===== config.mk =====
export PLATFORM = sky130hd
export DESIGN_NAME = keypad_code_lock_unit_flat
export DESIGN_NICKNAME = d
export VERILOG_FILES = /design/src/rtl/kcl_pkg.sv /design/src/rtl/kcl_if.sv /design/src/rtl/keypad_code_lock_unit.sv /design/src/rtl/kcl_in_reg.sv /design/src/rtl/kcl_core.sv /design/src/flat_wrapper.sv
export SDC_FILE = /design/constraint.sdc
export NUM_CORES = 1
export LEC_CHECK = 0
export BUFFER_PORTS_ARGS = -buffer_cell sky130_fd_sc_hd__buf_4
export CAP_MARGIN = 20
export CORE_MARGIN = 2
export CORE_UTILIZATION = 40
export CTS_CLUSTER_DIAMETER = 120
export DETAILED_ROUTE_END_ITERATION = 16
export PLACE_DENSITY = 0.59
export SYNTH_ARGS = -nofsm -noshare
export SYNTH_HDL_FRONTEND = slang
export SYNTH_SLANG_ARGS = --single-unit

===== constraint.sdc =====
create_clock -name clk -period 6.7 [get_ports clk]
set_clock_uncertainty 0.1 [all_clocks]
set_input_delay 0.335 -clock clk [delete_from_list [all_inputs] [get_ports clk]]
set_output_delay 0.335 -clock clk [all_outputs]
set_load 0.02 [all_outputs]

===== src/rtl/kcl_pkg.sv =====
package kcl_pkg;

  localparam int NUM_CODE_CHARS = 4;

  typedef logic [7:0] char_t;

  typedef enum logic [2:0] {
    ACT_NONE     = 3'd0,
    ACT_ECHO     = 3'd1,
    ACT_UNLOCKED = 3'd2,
    ACT_WRONG    = 3'd3,
    ACT_LOCKED   = 3'd4,
    ACT_CLEARED  = 3'd5,
    ACT_TEMP     = 3'd6,
    ACT_IGNORED  = 3'd7
  } action_t;

  typedef struct packed {
    logic [2:0] key_row;
    logic [2:0] key_col;
  } key_item_t;

  typedef struct packed {
    char_t   key_char;
    action_t action;
    logic    show_prompt;
    logic    logged_in_flag;
    logic    lock_open;
    logic    lock_close;
  } result_t;

  localparam char_t CHAR_NONE = 8'h00;
  localparam char_t CHAR_A    = 8'h41;
  localparam char_t CHAR_B    = 8'h42;
  localparam char_t CHAR_C    = 8'h43;

  // code after reset: '1' '2' '3' '4'
  localparam char_t CODE_RESET [NUM_CODE_CHARS] = '{8'h31, 8'h32, 8'h33, 8'h34};

  // keypad layout indexed by {row - 1, col - 1}
  localparam char_t LAYOUT [16] = '{
    8'h31, 8'h32, 8'h33, 8'h41,
    8'h34, 8'h35, 8'h36, 8'h42,
    8'h37, 8'h38, 8'h39, 8'h43,
    8'h2A, 8'h30, 8'h23, 8'h44
  };

endpackage


===== src/rtl/kcl_if.sv =====
interface kcl_in_if;
  logic       valid;
  logic       ready;
  logic [2:0] key_row;
  logic [2:0] key_col;

  modport source (output valid, output key_row, output key_col, input ready);
  modport sink   (input valid, input key_row, input key_col, output ready);
  modport mon    (input valid, input ready, input key_row, input key_col);
endinterface

interface kcl_out_if;
  logic       valid;
  logic       ready;
  logic [7:0] key_char;
  logic [2:0] action;
  logic       show_prompt;
  logic       logged_in_flag;
  logic       lock_open;
  logic       lock_close;

  modport source (output valid, output key_char, output action, output show_prompt,
                  output logged_in_flag, output lock_open, output lock_close,
                  input ready);
  modport sink   (input valid, input key_char, input action, input show_prompt,
                  input logged_in_flag, input lock_open, input lock_close,
                  output ready);
  modport mon    (input valid, input ready, input key_char, input action,
                  input show_prompt, input logged_in_flag, input lock_open,
                  input lock_close);
endinterface

interface kcl_cfg_if;
  logic       valid;
  logic       ready;
  logic [1:0] idx;
  logic [7:0] data;

  modport source (output valid, output idx, output data, input ready);
  modport sink   (input valid, input idx, input data, output ready);
  modport mon    (input valid, input ready, input idx, input data);
endinterface


===== src/rtl/keypad_code_lock_unit.sv =====
// Four-character keypad code lock. Each input word carries one decoded key
// position (row 0 is no key); the block maps it through the 4x4 layout,
// tracks the entered characters, login and prompt state, and returns at most one
// result word per input word (none for an idle word with no prompt due).
// One input word is taken every clock cycle while out_ch does not stall; a word
// passes an input register and then the state update into the result register,
// from which its result is offered. Throughput is set only by out_ch.ready.
// The code registers are written through cfg_ch, which is always ready; write
// them only while no word is in flight.
module keypad_code_lock_unit (
  input  logic       clk,
  input  logic       rst_n,
  kcl_in_if.sink     in_ch,
  kcl_out_if.source  out_ch,
  kcl_cfg_if.sink    cfg_ch
);
  import kcl_pkg::*;

  logic      item_valid;
  key_item_t item;
  logic      take;
  logic      res_valid;
  result_t   res;

  logic      out_valid_r, out_valid_nxt;
  result_t   res_r;

  assign take         = item_valid && (!out_valid_r || out_ch.ready);
  assign cfg_ch.ready = 1'b1;

  kcl_in_reg u_in_reg (
    .clk        (clk),
    .rst_n      (rst_n),
    .in_ch      (in_ch),
    .take       (take),
    .item_valid (item_valid),
    .item       (item)
  );

  kcl_core u_core (
    .clk       (clk),
    .rst_n     (rst_n),
    .fire      (take),
    .item      (item),
    .cfg_we    (cfg_ch.valid),
    .cfg_idx   (cfg_ch.idx),
    .cfg_data  (cfg_ch.data),
    .res_valid (res_valid),
    .res       (res)
  );

  always_comb begin
    out_valid_nxt = out_valid_r;
    if (take) begin
      out_valid_nxt = res_valid;
    end else if (out_ch.ready) begin
      out_valid_nxt = 1'b0;
    end
  end

  always_ff @(posedge clk) begin
    if (!rst_n) begin
      out_valid_r <= 1'b0;
    end else begin
      out_valid_r <= out_valid_nxt;
    end
  end

  always_ff @(posedge clk) begin
    if (take && res_valid) begin
      res_r <= res;
    end
  end

  assign out_ch.valid          = out_valid_r;
  assign out_ch.key_char       = res_r.key_char;
  assign out_ch.action         = res_r.action;
  assign out_ch.show_prompt    = res_r.show_prompt;
  assign out_ch.logged_in_flag = res_r.logged_in_flag;
  assign out_ch.lock_open      = res_r.lock_open;
  assign out_ch.lock_close     = res_r.lock_close;

endmodule


===== src/rtl/kcl_in_reg.sv =====
module kcl_in_reg (
  input  logic              clk,
  input  logic              rst_n,
  kcl_in_if.sink            in_ch,
  input  logic              take,
  output logic              item_valid,
  output kcl_pkg::key_item_t item
);
  import kcl_pkg::*;

  logic      valid_r;
  key_item_t item_r;

  // the register frees up in the same cycle its word moves on
  assign in_ch.ready = !valid_r || take;
  assign item_valid  = valid_r;
  assign item        = item_r;

  always_ff @(posedge clk) begin
    if (!rst_n) begin
      valid_r <= 1'b0;
    end else if (in_ch.ready) begin
      valid_r <= in_ch.valid;
    end
  end

  always_ff @(posedge clk) begin
    if (in_ch.valid && in_ch.ready) begin
      item_r.key_row <= in_ch.key_row;
      item_r.key_col <= in_ch.key_col;
    end
  end

endmodule


===== src/rtl/kcl_core.sv =====
module kcl_core (
  input  logic                clk,
  input  logic                rst_n,
  input  logic                fire,
  input  kcl_pkg::key_item_t  item,
  input  logic                cfg_we,
  input  logic [1:0]          cfg_idx,
  input  kcl_pkg::char_t      cfg_data,
  output logic                res_valid,
  output kcl_pkg::result_t    res
);
  import kcl_pkg::*;

  char_t      code_r    [NUM_CODE_CHARS];
  char_t      entered_r [NUM_CODE_CHARS];
  logic [2:0] count_r, count_nxt;
  logic       session_r, session_nxt;
  logic       prompt_r, prompt_nxt;

  logic       pos_ok;
  logic [1:0] row_idx;
  logic [1:0] col_idx;
  logic       match;
  logic       store;
  char_t      ch;
  action_t    act;
  logic       opened;
  logic       closed;

  assign pos_ok  = (item.key_row >= 3'd1) && (item.key_row <= 3'd4) &&
                   (item.key_col >= 3'd1) && (item.key_col <= 3'd4);
  assign row_idx = 2'(item.key_row - 3'd1);
  assign col_idx = 2'(item.key_col - 3'd1);

  // all four compares side by side
  assign match = (count_r == 3'd4) &&
                 (entered_r[0] == code_r[0]) && (entered_r[1] == code_r[1]) &&
                 (entered_r[2] == code_r[2]) && (entered_r[3] == code_r[3]);

  always_comb begin
    ch          = CHAR_NONE;
    act         = ACT_NONE;
    opened      = 1'b0;
    closed      = 1'b0;
    store       = 1'b0;
    res_valid   = 1'b1;
    count_nxt   = count_r;
    session_nxt = session_r;
    prompt_nxt  = 1'b0;
    if (item.key_row == 3'd0) begin
      res_valid = prompt_r;
    end else if (!pos_ok) begin
      act = ACT_IGNORED;
    end else begin
      ch = LAYOUT[{row_idx, col_idx}];
      if (ch == CHAR_A) begin
        if (session_r) begin
          act = ACT_IGNORED;
        end else if (match) begin
          session_nxt = 1'b1;
          opened      = 1'b1;
          act         = ACT_UNLOCKED;
        end else begin
          count_nxt = 3'd0;
          act       = ACT_WRONG;
        end
      end else if (ch == CHAR_B) begin
        count_nxt   = 3'd0;
        prompt_nxt  = 1'b1;
        session_nxt = 1'b0;
        if (session_r) begin
          closed = 1'b1;
          act    = ACT_LOCKED;
        end else begin
          act = ACT_CLEARED;
        end
      end else if (ch == CHAR_C) begin
        act = session_r ? ACT_TEMP : ACT_IGNORED;
      end else if (count_r < 3'd4) begin
        store     = 1'b1;
        count_nxt = count_r + 3'd1;
        act       = ACT_ECHO;
      end else begin
        act = ACT_IGNORED;
      end
    end
    res.key_char       = ch;
    res.action         = act;
    res.show_prompt    = prompt_r;
    res.logged_in_flag = session_nxt;
    res.lock_open      = opened;
    res.lock_close     = closed;
  end

  always_ff @(posedge clk) begin
    if (!rst_n) begin
      count_r   <= 3'd0;
      session_r <= 1'b0;
      prompt_r  <= 1'b1;
    end else if (fire) begin
      count_r   <= count_nxt;
      session_r <= session_nxt;
      prompt_r  <= prompt_nxt;
    end
  end

  always_ff @(posedge clk) begin
    if (!rst_n) begin
      for (int i = 0; i < NUM_CODE_CHARS; i++) begin
        code_r[i] <= CODE_RESET[i];
      end
    end else if (cfg_we) begin
      code_r[cfg_idx] <= cfg_data;
    end
  end

  // entry slots are only compared once all four are written
  always_ff @(posedge clk) begin
    if (fire && store) begin
      entered_r[count_r[1:0]] <= ch;
    end
  end

endmodule


===== src/flat_wrapper.sv =====
// flat-port wrapper written by rule: the top's interface ports become plain ports
module keypad_code_lock_unit_flat import kcl_pkg::*;
  (clk, rst_n, in_ch_valid, in_ch_key_row, in_ch_key_col, in_ch_ready, out_ch_valid, out_ch_key_char, out_ch_action, out_ch_show_prompt, out_ch_logged_in_flag, out_ch_lock_open, out_ch_lock_close, out_ch_ready, cfg_ch_valid, cfg_ch_idx, cfg_ch_data, cfg_ch_ready);
  kcl_in_if in_ch_i ();
  kcl_out_if out_ch_i ();
  kcl_cfg_if cfg_ch_i ();
  input  logic clk;
  input  logic rst_n;
  input wire logic [$bits(in_ch_i.valid)-1:0] in_ch_valid;
  input wire logic [$bits(in_ch_i.key_row)-1:0] in_ch_key_row;
  input wire logic [$bits(in_ch_i.key_col)-1:0] in_ch_key_col;
  output wire logic [$bits(in_ch_i.ready)-1:0] in_ch_ready;
  output wire logic [$bits(out_ch_i.valid)-1:0] out_ch_valid;
  output wire logic [$bits(out_ch_i.key_char)-1:0] out_ch_key_char;
  output wire logic [$bits(out_ch_i.action)-1:0] out_ch_action;
  output wire logic [$bits(out_ch_i.show_prompt)-1:0] out_ch_show_prompt;
  output wire logic [$bits(out_ch_i.logged_in_flag)-1:0] out_ch_logged_in_flag;
  output wire logic [$bits(out_ch_i.lock_open)-1:0] out_ch_lock_open;
  output wire logic [$bits(out_ch_i.lock_close)-1:0] out_ch_lock_close;
  input wire logic [$bits(out_ch_i.ready)-1:0] out_ch_ready;
  input wire logic [$bits(cfg_ch_i.valid)-1:0] cfg_ch_valid;
  input wire logic [$bits(cfg_ch_i.idx)-1:0] cfg_ch_idx;
  input wire logic [$bits(cfg_ch_i.data)-1:0] cfg_ch_data;
  output wire logic [$bits(cfg_ch_i.ready)-1:0] cfg_ch_ready;
  assign in_ch_i.valid = in_ch_valid;
  assign in_ch_i.key_row = in_ch_key_row;
  assign in_ch_i.key_col = in_ch_key_col;
  assign in_ch_ready = in_ch_i.ready;
  assign out_ch_valid = out_ch_i.valid;
  assign out_ch_key_char = out_ch_i.key_char;
  assign out_ch_action = out_ch_i.action;
  assign out_ch_show_prompt = out_ch_i.show_prompt;
  assign out_ch_logged_in_flag = out_ch_i.logged_in_flag;
  assign out_ch_lock_open = out_ch_i.lock_open;
  assign out_ch_lock_close = out_ch_i.lock_close;
  assign out_ch_i.ready = out_ch_ready;
  assign cfg_ch_i.valid = cfg_ch_valid;
  assign cfg_ch_i.idx = cfg_ch_idx;
  assign cfg_ch_i.data = cfg_ch_data;
  assign cfg_ch_ready = cfg_ch_i.ready;
  keypad_code_lock_unit u_core (.clk(clk), .rst_n(rst_n), .in_ch(in_ch_i), .out_ch(out_ch_i), .cfg_ch(cfg_ch_i));
endmodule

==> impl_metrics.csv, run 1 <==
group,metric,value,unit
worst_setup_path,crit_family,"simple AND/OR/NAND/NOR gates",
timing,drv_slew,0,
timing,slew-limit-headroom,34.7,%
worst_setup_path,slowest_delay,0.67,ns
worst_setup_path,worstPathArrival,3.33,ns
timing,max_clock_freq,0.293,GHz
worst_setup_path,path_max_fanout,14,
power,peakVddDrop,0.0000945,V
global_route,overflow,0,
timing,hold_slack,0.0529,ns
timing,finalSetupViolCount,0,
die,placementRows,36,
die,core,0.00964,sq mm
clocking,numCtsBuffers,9,
die,ioPinCount,39,
drt,drc,0,
min_path,holdCritStartpoint,"in_ch_key_col[2]",
worst_setup_path,crit_path_top_delay_cell,"a32oi_1",
yosys,ys_types,50,
timing,rsz0062_at_grt,"no",
clocking,holdBufCountCts,0,
yosys,synthArstFlopShare,0,%
worst_setup_path,crit_path_end_kind,"register",
min_path,worstHoldPathCells,1,
clocking,cts_resized,0,
final_layout,diodes,0,
drt,drt_iter0_markers,133,
clocking,clk_path_buf_depth,2,
run_status,outcome,"complete, no violations",
timing,finalCritPeriodShare,50.9,%
final_layout,num-fill-cells,911,
yosys,syn_nets,316,
worst_setup_path,regToRegSetupSlack,3.29,ns
worst_setup_path,path_depth,6,
drt,viasPerCell,5.04,
drt,first_pass_iters,4,
yosys,ys_ff_latch,87,
min_path,holdPathEnd,"u_core.u_in_reg.item[2]",
worst_setup_path,cp-start-kind,"register",
worst_setup_path,path_cells,"inv_1, ha_1, a32oi_1, nor3_2, nor4_2, and2_1",
timing,tns,0,ns
global_route,grt_pass1_wl,12100,microns
global_route,grtUsageTotal,16.0,%
yosys,synth_flop_cell,"edfxtp_1",
power,p_leak,1.58,nW
power,power,1.09,mW
worst_setup_path,reg2reg_to,"u_core.u_core.entered_r[0][1]",
power,powerDensity,241,mW/mm^2
die,die_w,103,microns
die,initial_core_util,40.8,%
global_route,first_global_vias,2212,
clocking,cts_setup_buffers,0,
yosys,ys_seq_area_share,64.6,%
final_layout,fin_nets,360,
timing,hold_viol_final,0,
clocking,cts_sinks,87,
yosys,yosysWarnings,0,
drt,drt_wl_total,7980,microns
clocking,cts.clk_slew.worst_paths,0.08,ns
clocking,cts_max_level,3,
die,die_h,103,microns
clocking,cts_tree,"built",
yosys,synth.avg_cell_area,13.9,sq um
timing,worst_pin_slew,0.978,ns
drt,antenna_left,0,
job,maxCapViolCount,0,
final_layout,drive_gt1_share,20.7,%
yosys,synthesis.area,0.00393,sq mm
die,dieArea,0.0106,sq mm
yosys,syn_inst,284,
drt,vias,2350,
placement,dp_hpwl,5730,microns
timing,period_minus_slack,3.41,ns
worst_setup_path,setup.worst_path.class,"reg2reg",
drt,wl_per_cell,17.1,microns
worst_setup_path,crit_required,6.63,ns
yosys,synth_edf_count,80,
clocking,cts_root_buf,"clkbuf_8",
worst_setup_path,critPathBufInv,1,
yosys,synth_area_leaders,"edfxtp_1 (61%), xnor2_1 (6.5%), dfxtp_1 (3.6%)",
yosys,synth_top_area_share,61.1,%
final_layout,syn2layout_area_growth,15.2,%
worst_setup_path,worst_r2r_path_depth,6,
global_route,grt_max_degree,16,
min_path,hp-class,"in2reg",
clocking,clock_latency,0.36,ns
global_route,antenna_found_initial,0,
worst_setup_path,reg2reg_from,"u_core.u_in_reg.item[3]",
placement,port_buffers,36,
placement,place.gp.congestion,0.867,
yosys,yosysTopAreaCell,"edfxtp_1",
-- sequential cells by signal, summed over array words and instances (netlist names) --
| signal | count |
|---|---|
| u_core.u_core.session_r | 1 |
| u_core.out_ch.key_char | 7 |
| u_core.out_ch.lock_close | 1 |
| u_core.out_ch.lock_open | 1 |
| u_core.u_core.count_r | 3 |
| u_core.u_in_reg.item | 6 |
| u_core.out_ch.action | 3 |
| u_core.u_core.entered_r | 28 |
| u_core.out_ch.logged_in_flag | 1 |
| u_core.out_ch.valid | 1 |
| u_core.out_ch.show_prompt | 1 |
| u_core.u_in_reg.item_valid | 1 |
| u_core.u_core.code_r | 32 |
| u_core.u_core.prompt_r | 1 |
-- worst register-to-register path, delay by kind of cell, from the launching register on --
family | cells | cell delay (ns)
simple gates | 3 | 1.13
fa+ha+maj | 1 | 0.45
buf+inv | 1 | 0.12
compound gates | 1 | 0.67
flops | 1 | 0.61
-- cells by family after synthesis --
logic type	after synthesis	share of synthesized area (%)
AOI/OAI and AO/OA	28	5.76
buffers and inverters	18	2.39
DFF	87	64.6
xor gates and xnor gates	30	6.68
adders and majority gates	11	3.50
muxes	2	0.541
other	2	0.191
and+or+nand+nor	106	16.3
-- cells in the final DEF (no fill, tap or decap), types with 3 or more instances in the layout --
cell	instances
clkbuf_1	3
nand3b_1	3
xnor2_1	29
and3_1	5
and2_1	19
nor4_1	6
edfxtp_1	80
o21a_1	3
nand2b_1	15
nor3_1	3
nand4_1	8
nand2_1	7
or2_2	3
buf_4	40
ha_1	11
inv_1	11
nor2b_1	6
nor2_1	13
clkbuf_8	9
a21oi_1	8
dfxtp_1	7
nand3_1	6
nor3b_1	4
-- power breakdown --
group | switching, mW | total [mW] | internal (mW)
sequential | 0.0136 | 0.634 | 0.620
clock | 0.183 | 0.355 | 0.172
combinational | 0.0589 | 0.102 | 0.0426
-- through the flow --
stage	cells	util [%]	cell area [sq um]	setup slack, ns
2_1_floorplan	284	-	3930	3.95
5_1_grt	466	47.0	4530	2.98
6_report	466	47.0	4530	3.29
3_3_place_gp	450	45.1	4350	3.41
3_5_place_dp	450	45.1	4350	3.33
4_1_cts	466	47.0	4530	3.29
-- final cells by class --
cell class	instances	area [sq um]	share of cell area, %
timing repair buffer	40	300	6.63
clock inverter	4	47.5	1.05
inverter	11	41.3	0.911
multi-input combinational	179	1300	28.6
sequential	87	2540	56.1
tap	133	166	3.67
clock buffer	12	135	2.98
-- cell usage after synthesis (all sizes together) (3+ instances only) --
| cell type | instances |
|---|---|
| and3 | 5 |
| inv | 11 |
| nor2b | 6 |
| nor2 | 13 |
| nand3b | 3 |
| nand3 | 7 |
| nand2b | 15 |
| and2 | 20 |
| dfxtp | 7 |
| o21ai | 3 |
| buf | 5 |
| nor3 | 4 |
| ha | 11 |
| or2 | 4 |
| edfxtp | 80 |
| o21a | 3 |
| a21oi | 8 |
| nor3b | 4 |
| nand4 | 8 |
| xnor2 | 29 |
| nor4 | 7 |
| nand2 | 7 |
-- metal layers --
metal / track usage (%) / routed length (microns) / up-vias
li1: - / - / 1121
met5: 0 / 0 / -
met4: 8.20 / 151 / 0
met1: 23.1 / 3790 / 1166
met3: 2.08 / 280 / 10
met2: 23.6 / 3760 / 53
-- how the worst max path moves through the flow --
stage	to	startpoint
final	u_core.u_core.entered_r[0][1]	u_core.u_in_reg.item[3]
after global routing	u_core.u_core.entered_r[0][1]	u_core.u_in_reg.item[3]
after CTS	u_core.u_core.entered_r[0][1]	u_core.u_in_reg.item[3]
after detailed placement	u_core.u_core.entered_r[0][0]	u_core.u_in_reg.item[3]
after global placement	u_core.u_core.entered_r[0][0]	u_core.u_in_reg.item[0]
after floorplan	u_core.u_core.entered_r[0][0]	u_core.u_in_reg.item[3]
Note: power is estimated with default switching activity, not from simulation.
==> inputs of run 2 (changes only) <==
- PLACE_DENSITY: 0.59 -> 0.61
- clock period: 6.7 -> 3.1 ns (I/O delays scaled with it)
==> run 2 against run 1 <==
  * Non-clock buffer count increased by 23
  * Clock-buffer cell count decreased by 2
  * Power increased by 120%
  * Sequential power increased by 120%
  * Sequential share of layout area decreased by 2.5 points
  * Via count increased by 1.2%
  * Critical path type unchanged
==> impl_metrics.csv, run 2 (synthesis gave the netlist of run 1 again) <==
group,metric,value,unit
run_status,outcome,"complete, no violations",
worst_setup_path,crit_required,3.04,ns
final_layout,final_common_cell,"edfxtp_1",
final_layout,stdcell_area,0.00474,sq mm
drt,viasPerCell,4.87,
clocking,cts.clk_slew.worst_paths,0.09,ns
final_layout,register_area,0.00254,sq mm
job,maxCapViolCount,0,
global_route,overflow,0,
placement,port_buffers,36,
timing,drv_slew,0,
final_layout,drive_gt1_share,22.5,%
timing,worst_pin_slew,0.686,ns
die,ioPinCount,39,
clocking,numCtsBuffers,9,
die,die_w,103,microns
placement,place.gp.congestion,0.782,
global_route,first_global_vias,2437,
final_layout,syn2layout_area_growth,20.5,%
clocking,cts_tree,"built",
final_layout,multi_input_area,0.00130,sq mm
timing,period_minus_slack,2.90,ns
worst_setup_path,slowest_delay,0.56,ns
final_layout,fin_nets,383,
timing,max_clock_freq,0.344,GHz
drt,vias,2379,
drt,drt_wl_total,8140,microns
worst_setup_path,crit_path_top_delay_cell,"or4_1",
worst_setup_path,path_cells,"inv_1, ha_1, nor2b_1, or4_1, or2_1, nor4_2, buf_4, and2_1",
final_layout,regMostFlops,"u_core.u_core.code_r",
clocking,cts_setup_buffers,0,
final_layout,num-fill-cells,854,
die,core,0.00964,sq mm
worst_setup_path,critPathBufInv,2,
placement,dp_hpwl,5950,microns
clocking,clock_latency,0.37,ns
drt,drc,0,
power,p_leak,1.69,nW
clocking,cts_root_buf,"clkbuf_8",
global_route,antenna_found_initial,0,
placement,place_area,0.00442,sq mm
clocking,cts_resized,0,
die,dieArea,0.0106,sq mm
timing,slew-limit-headroom,53.8,%
worst_setup_path,worstPathArrival,2.85,ns
die,die_h,103,microns
timing,hold_viol_final,0,
drt,first_pass_iters,4,
global_route,grtUsageTotal,16.9,%
timing,finalCritPeriodShare,93.7,%
clocking,clk_path_buf_depth,2,
clocking,cts_max_level,3,
power,powerDensity,507,mW/mm^2
drt,wl_per_cell,16.6,microns
worst_setup_path,path_max_fanout,7,
timing,tns,0,ns
final_layout,largest_register_ffs,32,
die,initial_core_util,40.8,%
final_layout,diodes,0,
final_layout,final_cell_mix,"edfxtp_1 (80), buf_4 (50), xnor2_1 (29)",
clocking,cts_sinks,87,
global_route,grt_pass1_wl,12900,microns
worst_setup_path,setup.worst_path.class,"reg2reg",
worst_setup_path,crit_family,"simple AND/OR/NAND/NOR gates",
global_route,grt_max_degree,16,
worst_setup_path,cp-start-kind,"register",
power,peakVddDrop,0.000161,V
timing,rsz0062_at_grt,"no",
drt,antenna_left,0,
worst_setup_path,crit_path_end_kind,"register",
timing,finalSetupViolCount,0,
min_path,hp-class,"in2reg",
die,placementRows,36,
drt,drt_iter0_markers,81,
## run 2: layout make-up
class	count	share of cell area [%]
multi-input cells	179	27.4
flip-flops and latches	87	53.6
inverters	11	0.871
clock buffers	10	2.69
repair buffers	63	10.7
clock inverters	6	1.27
well taps	133	3.51
## run 2: timing repair
| item | CTS | global route |
|---|---|---|
| endpoints found under the setup margin | 0 | 0 |
| hold buffers | 13 | 0 |
| endpoints found under the hold margin | 19 | 0 |
## run 2: per-stage QoR
| step | util (%) | instances | hold slack (ns) | setup slack (ns) | total power [mW] |
|---|---|---|---|---|---|
| finish | 49.2 | 489 | 0.00383 | 0.195 | 2.40 |
| global placement | 45.9 | 460 | 0.234 | 0.337 | 1.63 |
| global route | 49.2 | 489 | 0.0134 | 0.0739 | 2.48 |
| floorplan | - | 284 | 0.154 | 0.352 | 1.53 |
| detailed placement | 45.9 | 460 | 0.235 | 0.238 | 1.63 |
| CTS | 49.2 | 489 | 0.000425 | 0.220 | 2.41 |
## run 2: layer usage
metal	routed length [microns]	vias to the layer above	track usage [%]	share of wire (%)
met3	255	13	2.89	3.1
met4	167	0	7.59	2.1
met1	4020	1155	24.4	49
li1	-	1163	-	-
met2	3700	48	25.2	45
met5	0	-	0	0
## run 2: final timing paths
kind                                 from                            end  slack (ns)  depth (start not counted)
setup / recovery  u_core.u_in_reg.item[1]  u_core.u_core.entered_r[0][2]        0.20                          8
hold / removal             cfg_ch_data[0]     u_core.u_core.code_r[0][0]       0.004                          2
hold reg to reg    u_core.u_core.prompt_r      u_core.out_ch.show_prompt        0.37                          0
setup reg to reg  u_core.u_in_reg.item[1]  u_core.u_core.entered_r[0][2]        0.20                          8
## run 2: worst reg2reg max path: cells and delay by family (launching register included)
family	cells	cell delay, ns
adders and majority gates	1	0.27
buffers and inverters	2	0.32
DFF	1	0.50
and+or+nand+nor	5	1.39
## run 2: where the power goes
part	leakage (nW)	internal, mW	total (mW)	switching (mW)
Clock	0.0941	0.370	0.784	0.413
Combinational	0.780	0.112	0.253	0.140
Sequential	0.818	1.34	1.37	0.0255
==> inputs of run 3 (changes only) <==
- PLACE_DENSITY: 0.61 -> unset
- PLACE_DENSITY_LB_ADDON: unset -> 0.25
- clock period: 3.1 -> 3.8 ns (I/O delays scaled with it)
==> run 3 against run 2 <==
  * Worst hold slack improved by 0.017 ns
  * Final area is 3.0% lower
  * Setup slack better by 0.32 ns
  * Utilization fell by 1.5 points
  * First-iteration DRC count grew 36%
  * Wire length down 2.3%
==> impl_metrics.csv, run 3 (synthesis gave the netlist of run 1 again) <==
group,metric,value,unit
timing,drv_slew,0,
global_route,first_global_vias,2258,
worst_setup_path,slowest_delay,0.53,ns
worst_setup_path,crit_path_top_delay_cell,"edfxtp_1",
die,die_w,103,microns
drt,viasPerCell,4.91,
timing,rsz0062_at_grt,"no",
timing,period_minus_slack,3.28,ns
die,dieArea,0.0106,sq mm
final_layout,post-route-util,47.7,%
clocking,clk_path_buf_depth,2,
worst_setup_path,crit_required,3.74,ns
worst_setup_path,reg2reg_from,"u_core.u_in_reg.item[0]",
die,die_h,103,microns
drt,antenna_left,0,
placement,dp_hpwl,5880,microns
timing,tns,0,ns
worst_setup_path,path_max_fanout,9,
die,initial_core_util,40.8,%
global_route,grt_pass1_wl,12200,microns
power,peakVddDrop,0.000144,V
final_layout,drive_gt1_share,20.5,%
die,core,0.00964,sq mm
worst_setup_path,worstPathArrival,3.22,ns
timing,slew-limit-headroom,41.3,%
clocking,cts_tree,"built",
min_path,holdCritStartpoint,"cfg_ch_data[5]",
drt,wl_per_cell,16.7,microns
min_path,hp-class,"in2reg",
worst_setup_path,critPathBufInv,1,
timing,finalCritPeriodShare,86.3,%
clocking,cts_max_level,3,
timing,hold_viol_final,0,
clocking,numCtsBuffers,9,
drt,first_pass_iters,4,
worst_setup_path,path_cells,"inv_1, ha_1, xnor2_1, a32oi_1, nor3_2, nor4_2, and2_1",
worst_setup_path,regToRegSetupSlack,0.52,ns
power,p_leak,1.61,nW
clocking,cts_resized,0,
worst_setup_path,cp-start-kind,"register",
worst_setup_path,reg2reg_to,"u_core.u_core.entered_r[0][3]",
run_status,outcome,"complete, no violations",
drt,drc,0,
final_layout,regMostFlops,"u_core.u_core.code_r",
final_layout,stdcell_area,0.00460,sq mm
drt,drt_wl_total,7950,microns
clocking,cts_sinks,87,
min_path,holdPathEnd,"u_core.u_core.code_r[3][5]",
die,placementRows,36,
final_layout,syn2layout_area_growth,16.9,%
job,maxCapViolCount,0,
final_layout,final_cells,475,
drt,vias,2331,
min_path,worstHoldPathCells,2,
final_layout,final_common_cell,"edfxtp_1",
clocking,clock_latency,0.36,ns
placement,place.gp.congestion,0.824,
global_route,overflow,0,
timing,worst_pin_slew,0.874,ns
global_route,antenna_found_initial,0,
final_layout,fin_nets,369,
drt,drt_iter0_markers,110,
placement,port_buffers,36,
worst_setup_path,worstSetupStartpoint,"u_core.u_in_reg.item[0]",
worst_setup_path,worst_r2r_path_depth,7,
timing,finalSetupViolCount,0,
placement,place_area,0.00436,sq mm
clocking,cts.clk_slew.worst_paths,0.08,ns
clocking,cts_root_buf,"clkbuf_8",
die,ioPinCount,39,
power,powerDensity,407,mW/mm^2
placement,dp.cells,452,
final_layout,diodes,0,
final_layout,largest_register_ffs,32,
worst_setup_path,crit_family,"simple AND/OR/NAND/NOR gates",
timing,max_clock_freq,0.305,GHz
global_route,grtUsageTotal,16.1,%
final_layout,final_cell_mix,"edfxtp_1 (80), buf_4 (42), xnor2_1 (29)",
global_route,grt_max_degree,16,
worst_setup_path,setup.worst_path.class,"reg2reg",
worst_setup_path,crit_path_end_kind,"register",
-- run 3: how the worst max path moves through the flow --
stage	endpoint	slack, ns	cells after the start
2_1_floorplan	u_core.u_core.entered_r[0][0]	1.05	8
3_3_place_gp	u_core.u_core.entered_r[0][3]	0.68	7
3_5_place_dp	u_core.u_core.entered_r[0][0]	0.57	7
4_1_cts	u_core.u_core.entered_r[0][0]	0.51	7
5_1_grt	u_core.u_core.entered_r[1][6]	0.27	7
6_report	u_core.u_core.entered_r[0][3]	0.52	7
-- run 3: repair_timing --
item / CTS / global route
hold endpoints to repair: 7 / 0
buffers inserted: 0 / 0
hold buffers: 7 / 0
-- run 3: metrics by stage --
step           total power, mW  hold WS (ns)  worst slack, ns
2_1_floorplan             1.25         0.189             1.05
3_3_place_gp              1.32         0.268            0.683
3_5_place_dp              1.32         0.269            0.566
4_1_cts                   1.89       0.00743            0.513
5_1_grt                   1.94       0.00159            0.274
6_report                  1.87        0.0208            0.519
-- run 3: area by class of cell --
| type | instances | area [sq um] |
|---|---|---|
| fillers | 898 | 5040 |
| flip-flops and latches | 87 | 2540 |
| multi-input cells | 179 | 1300 |
| repair buffers | 49 | 385 |
| well taps | 133 | 166 |
| clock buffers | 11 | 131 |
| inverters | 11 | 41.3 |
| clock inverters | 5 | 32.5 |
-- run 3: where the power goes --
part / switching [mW] / total, mW / internal (mW)
combinational: 0.109 / 0.191 / 0.0819
clock: 0.324 / 0.562 / 0.238
sequential: 0.0218 / 1.12 / 1.09
-- run 3: routing by layer --
| layer | vias up | track usage (%) | wire, microns |
|---|---|---|---|
| met5 | - | 0 | 0 |
| met4 | 0 | 6.68 | 92 |
| met3 | 9 | 2.82 | 186 |
| met2 | 33 | 23.5 | 3750 |
| met1 | 1155 | 23.8 | 3920 |
| li1 | 1134 | - | - |
